**src/pts_pkg.sv**
```systemverilog
package pts_pkg;

	// input coordinate and fraction widths
	localparam int COORD_BITS = 16;
	localparam int FRAC_BITS  = 8;
	localparam int DIST_W     = 25;

	// coordinate difference and product widths
	localparam int DIFF_W = COORD_BITS + 1;
	localparam int PROD_W = 2 * DIFF_W;

	// squared lengths, cross magnitude
	localparam int DB = 2 * COORD_BITS + 1;

	// scaled squared distance fed to the root, and root widths
	localparam int T_W = DB + 2 * FRAC_BITS + 2;
	localparam int XW  = T_W + (T_W % 2);
	localparam int S_W = XW / 2;

	localparam logic [DIST_W-1:0] DIST_MAX = '1;

	// status that travels with each item down the pipeline
	typedef struct packed {
		logic valid;
		logic in_span;
	} meta_t;

endpackage

```
**src/pts_sqrt.sv**
```systemverilog
module pts_sqrt
	import pts_pkg::*;
(
	input  logic              clk,
	input  logic              arst_n,
	input  logic              en,
	input  meta_t             meta_in,
	input  logic [T_W-1:0]    t_in,
	output meta_t             meta_out,
	output logic [DIST_W-1:0] dist_val
);

	localparam int RW = S_W + 2;

	meta_t             m_s    [S_W];
	logic [RW-1:0]     rem_s  [S_W];
	logic [S_W-1:0]    root_s [S_W];
	logic [XW-1:0]     x_s    [S_W];
	meta_t             m_sf;
	logic [DIST_W-1:0] dist_sf;
	logic [S_W:0]      inc;
	logic [S_W-1:0]    half;

	// two radicand bits per stage, one root bit out
	for (genvar i = 0; i < S_W; i++) begin : g_stage
		meta_t          mi;
		logic [RW-1:0]  ri;
		logic [S_W-1:0] oi;
		logic [XW-1:0]  xi;
		logic [RW-1:0]  cand;
		logic [RW-1:0]  trial;
		logic           fit;

		if (i == 0) begin : g_first
			assign mi = meta_in;
			assign ri = '0;
			assign oi = '0;
			assign xi = XW'(t_in);
		end else begin : g_next
			assign mi = m_s[i-1];
			assign ri = rem_s[i-1];
			assign oi = root_s[i-1];
			assign xi = x_s[i-1];
		end

		assign cand  = {ri[RW-3:0], xi[XW-1:XW-2]};
		assign trial = {oi, 2'b01};
		assign fit   = cand >= trial;

		always_ff @(posedge clk or negedge arst_n) begin
			if (!arst_n) begin
				m_s[i] <= '0;
			end else if (en) begin
				m_s[i] <= mi;
			end
		end

		always_ff @(posedge clk) begin
			if (en) begin
				rem_s[i]  <= fit ? cand - trial : cand;
				root_s[i] <= {oi[S_W-2:0], fit};
				x_s[i]    <= {xi[XW-3:0], 2'b00};
			end
		end
	end

	// round: largest n with (2n-1) no greater than the root, then saturate
	assign inc  = {1'b0, root_s[S_W-1]} + (S_W+1)'(1);
	assign half = inc[S_W:1];

	always_ff @(posedge clk or negedge arst_n) begin
		if (!arst_n) begin
			m_sf <= '0;
		end else if (en) begin
			m_sf <= m_s[S_W-1];
		end
	end

	always_ff @(posedge clk) begin
		if (en) begin
			dist_sf <= (half > S_W'(DIST_MAX)) ? DIST_MAX : half[DIST_W-1:0];
		end
	end

	assign meta_out = m_sf;
	assign dist_val = dist_sf;

endmodule

```
**config.mk**
```make
export PLATFORM = sky130hd
export DESIGN_NAME = pts_sqrt
export DESIGN_NICKNAME = d
export VERILOG_FILES = /design/src/pts_pkg.sv /design/src/pts_sqrt.sv
export SDC_FILE = /design/constraint.sdc
export NUM_CORES = 2
export LEC_CHECK = 0
export CAP_MARGIN = 20
export CELL_PAD_IN_SITES_DETAIL_PLACEMENT = 1
export CELL_PAD_IN_SITES_GLOBAL_PLACEMENT = 1
export CORE_AREA = 2 2 511 513
export CTS_BUF_LIST = sky130_fd_sc_hd__clkbuf_4
export DETAILED_ROUTE_END_ITERATION = 10
export DIE_AREA = 0 0 513 515
export DONT_BUFFER_PORTS = 1
export GPL_TIMING_DRIVEN = 0
export PLACE_DENSITY_LB_ADDON = 0.2
export SLEW_MARGIN = 15
export SYNTH_ARGS = -nofsm -noshare
export SYNTH_HDL_FRONTEND = slang
export SYNTH_SLANG_ARGS = --single-unit
```
**constraint.sdc**
```tcl
create_clock -name clk -period 3.8 [get_ports clk]
set_clock_uncertainty 0.1 [all_clocks]
set_input_delay 0.57 -clock clk [delete_from_list [all_inputs] [get_ports clk]]
set_output_delay 0.57 -clock clk [all_outputs]
set_load 0.1 [all_outputs]
```
# Word-level counts from Yosys, hierarchy flattened
# Memories as Yosys holds them, arrays and structs flattened.
# Index checks and enable logic that the tools add are counted.
# word_totals
mem_bits_rw	2704
memories	3
register_bits	79
input_bits	56
output_inout_bits	27
# op_classes
n_addsub	27
magnitude_cmp	27
n_mux	28
# memory_table
memory	words	word_bits	rd	rd_clocked_by_memory_dff	wr	line	rtl
x_s	26	50	25	0	26	pts_sqrt.sv:18	logic [XW-1:0] x_s [S_W];
rem_s	26	28	25	0	26	pts_sqrt.sv:16	logic [RW-1:0] rem_s [S_W];
root_s	26	26	26	0	26	pts_sqrt.sv:17	logic [S_W-1:0] root_s [S_W];
# op_table
cell	count
2-to-1 mux 28 bit	26
>= comparator 28 bit	25
subtractor 28 bit	25
adder 26 x 1 -> 27 bit, second input constant	1
greater-than comparator 26 x 25 -> 1 bit, second input constant	1
2-to-1 mux 1 bit	2
subtractor 1 x 1 -> 2 bit, second input constant	1
>= comparator 1 bit, second input constant	1

# Logic depth before layout (Yosys ltp)
# An unclocked memory read counts as a cell.
# depth
depth_word	3
depth_mapped	13
depth_no_buf	12

# Least setup slack after synthesis
# No wires, ideal clock.
# synth_timing
kind	register to register
from	mem rem_s[1][196] in the netlist's numbering
to	mem rem_s[1][242] in the netlist's numbering, data pin
slack_ns	0.420
t_arrival_ns	3.020
path_buffers	1
stages_incl_launch_ff	12
period_less_slack_ns	3.380
required_time_ns	3.440
path_cell_list	edfxtp_1 -> ha_1 -> nor2b_1 -> o31a_1 -> nor3_1 -> o21a_1 -> nand2_1 -> a31oi_1 -> nand2_1 -> a31oi_1 -> buf_2 -> mux2_2
# synth_rtl
item	line
start, declared	pts_sqrt.sv:16

==> impl_metrics.csv <==
group,metric,value,unit
placement,gpl.final_weighted_congestion,0.810,
global_routing,grt_pass1_vias,49500,
clocking,clock_latency,1330,ps
synth,synth-seq-cells,1690,
final_layout,final_cell_mix,"sky130_fd_sc_hd__edfxtp_1 (1636), sky130_fd_sc_hd__clkbuf_4 (687), sky130_fd_sc_hd__inv_1 (456), sky130_fd_sc_hd__nand2_1 (382), sky130_fd_sc_hd__ha_1 (378)",
synth,yosys_most_used_dff,"sky130_fd_sc_hd__edfxtp_1",
floorplan,die_x,513,µm
synth,synthesis.instances,5786,
detailed_routing,finalWirelength,166000,µm
min_path,timing.hold.worst.class,"register to register",
flow_run,max-cap-violations,0,
synth,mappedNetlistArea,77200,µm²
floorplan,die_y,515,µm
worst_setup_path,critical_path.slowest_cell,"sky130_fd_sc_hd__edfxtp_1",
clocking,cts.sinks,1690,
power_and_ir_drop,power_per_cell_area,578,nW/µm²
clocking,cts-buffers-inserted,473,
detailed_routing,detail-route-antenna-nets,0,
placement,hpwlAfterDp,115000,µm
synth,proportion_of_synthesized_chip_area_in_sequential_cells,0.654,
worst_setup_path,crit_type,"register to register",
sta,final.min_clock_period,3650,ps
clocking,clk_pin_slew_worst_paths,70,ps
final_layout,layout-drive-gt1-share,0.152,
worst_setup_path,crit_chain,"inv_1, ha_1, nor2b_1, o31a_1, nor3_2, o21a_1, nand2_1, a31oi_4, nand2_1, a31oi_2, buf_6, buf_6, mux2_2",
worst_setup_path,startpoint_type,"register",
clocking,htreeDepth,5,
synth,yosys.cell_types.count,88,
sta,report.final.slew_viol_count,0,
floorplan,rows,187,
sta,slew_headroom,0.275,
clocking,cts_tree,"done",
final_layout,area_delta_synth_final,15.7,%
detailed_routing,wire_per_inst,16.3,µm
global_routing,grt_max_degree,233,
synth,synth-async-reset-ratio,0.0320,
final_layout,nets,6825,
sta,worst-slew-pin-transition,1090,ps
min_path,min_delay_path_depth,0,
worst_setup_path,critical_path.max_fanout,10,
status,status,"finished clean",
worst_setup_path,crit_required,4660,ps
global_routing,first_pass_grt_wire_length,266000,µm
sta,hold_viol_final,0,
sta,maxClockFrequency,0.274,GHz
worst_setup_path,timing.critical_path.arrival,4510,ps
floorplan,fp.coreArea,259000,µm²
global_routing,grt_util_all_layers,0.124,
synth,synth.net_count,6220,
detailed_routing,route.vias.total,46800,
worst_setup_path,cp_slowest_stage_delay,400,ps
synth,syn_area_per_cell,13.3,µm²
clocking,cts-root-buf,"sky130_fd_sc_hd__clkbuf_4",
global_routing,grt-ovfl-total,0,
detailed_routing,remaining_drc_errors,0,
floorplan,effective_utilization_at_floorplan,0.299,
clocking,max-clock-path-buffers,4,
power_and_ir_drop,vdd.ir_drop.worst,0.000344,V
sta,worst_slack,150,ps
synth,synthesis.yosys.warnings,0,
worst_setup_path,timing.reg2reg.worst_path_depth,13,
detailed_routing,detail_route.iter0.violations,1970,
final_layout,layout.cells.most_common,"sky130_fd_sc_hd__edfxtp_1",
sta,post-route-period-util,0.961,
placement,dp_slack,-1150,ps
sta,setup_violations,0,
synth,number_of_enable_flip_flop_cells_after_synthesis,1636,
floorplan,dieArea,264000,µm²
detailed_routing,drt_pre_antenna_iters,7,
worst_setup_path,timing.critical_path.to_type,"register",
global_routing,grt_antenna_before_repair,3,
placement,port-buffer-count,0,
detailed_routing,vias_per_cell,4.60,
power_and_ir_drop,fin_total_pwr,51.7,mW
power_and_ir_drop,power.leakage,34.1,nW
floorplan,io_pins,83,
==> timing repair <==
action | 4_1_cts | 5_1_grt
buffers inserted | 4 | 5
hold buffers | 113 | 0
resized for setup | 66 | 53
pin swaps | 3 | 6
hold endpoints to repair | 724 | 0
setup endpoints to repair | 266 | 191
==> synthesized netlist by cell type, types with 93 or more instances <==
| cell type | count | share of area |
|---|---|---|
| sky130_fd_sc_hd__o21ai_0 | 278 | 0.018 |
| sky130_fd_sc_hd__nand3_1 | 93 | 0.0060 |
| sky130_fd_sc_hd__a21o_1 | 115 | 0.011 |
| sky130_fd_sc_hd__edfxtp_1 | 1636 | 0.64 |
| sky130_fd_sc_hd__nor3_1 | 113 | 0.0073 |
| sky130_fd_sc_hd__nand2_1 | 383 | 0.019 |
| sky130_fd_sc_hd__xnor2_1 | 279 | 0.032 |
| sky130_fd_sc_hd__a21oi_1 | 345 | 0.022 |
| sky130_fd_sc_hd__ha_1 | 378 | 0.061 |
| sky130_fd_sc_hd__xor2_1 | 236 | 0.027 |
| sky130_fd_sc_hd__nor2_1 | 365 | 0.018 |
| sky130_fd_sc_hd__inv_1 | 457 | 0.022 |
| sky130_fd_sc_hd__mux2_2 | 148 | 0.022 |
==> power by group <==
group	internal, mW	switching, mW	leakage, nW
sequential	23.6	1.72	16.4
combinational	4.54	5.66	14.2
clock	8.34	7.79	3.52
==> metrics by stage <==
step	instance area [µm²]	hold WS (ps)	util	std cells	TNS (ps)
finish	89300	247	0.345	10200	0
global route	89300	99.8	0.345	10200	-69.6
CTS	89000	13.1	0.344	10200	0
detailed placement	81700	176	0.316	9198	-80920
global placement	81400	176	0.315	9188	-92540
floorplan	77200	174	-	5786	0
==> layer usage <==
metal | routed length, µm | vias to the layer above | global-route usage | share of wire
met5 | 0 | - | 0 | 0
met4 | 5570 | 0 | 0.0525 | 0.034
met3 | 7450 | 369 | 0.0259 | 0.045
met2 | 75400 | 803 | 0.199 | 0.45
met1 | 77400 | 22700 | 0.162 | 0.47
li1 | - | 22900 | - | -
==> kinds of logic (layout without fill, tap and decap cells) <==
family / count (synthesis) / after routing / synth area share
other cells: 1 / 8 / 0.0000486
compound gates: 1084 / 1084 / 0.0866
flops: 1690 / 1690 / 0.654
buf+inv: 549 / 1530 / 0.0269
mux: 158 / 158 / 0.0229
xor+xnor: 515 / 515 / 0.0584
fa+ha+maj: 378 / 378 / 0.0613
simple gates: 1411 / 1411 / 0.0898
==> path summary, 6_finish.rpt <==
kind / to / slack, ps / startpoint
setup / recovery: rem_s[1][243] / 150 / root_s[1][182]
hold / removal: x_s[0][741] / 250 / x_s[0][689]
setup reg to reg: rem_s[1][243] / 150 / root_s[1][182]
hold reg to reg: x_s[0][741] / 250 / x_s[0][689]
max in group asynchronous: meta_out[0] / 3010 / arst_n
min in group asynchronous: g_stage[21].mi[1] / 340 / arst_n
==> final cells by class <==
type	instances	area, µm²
fill	27600	169000
sequential	1690	50500
multi-input combinational	3547	25000
clock buffer	679	5100
tap	3402	4260
inverter	459	1730
timing repair buffer	134	1560
clock inverter	172	803
buffer	86	405
antenna	7	17.5
==> state kept, by name, summed over array words and instances, names as in the netlist <==
register / flops
root_s: 351
dist_val: 25
x_s: 650
rem_s: 610
meta_out: 2
m_s: 2
g_stage.mi: 50
==> critical path, delay by kind of cell (launching register included) <==
kind / cells / cell delay, ps
and+or+nand+nor: 4 / 680
DFF: 1 / 400
AOI/OAI and AO/OA: 4 / 1020
muxes: 1 / 360
buffers and inverters: 3 / 480
adders and majority gates: 1 / 280
Note: power is estimated with default switching activity, not from simulation.
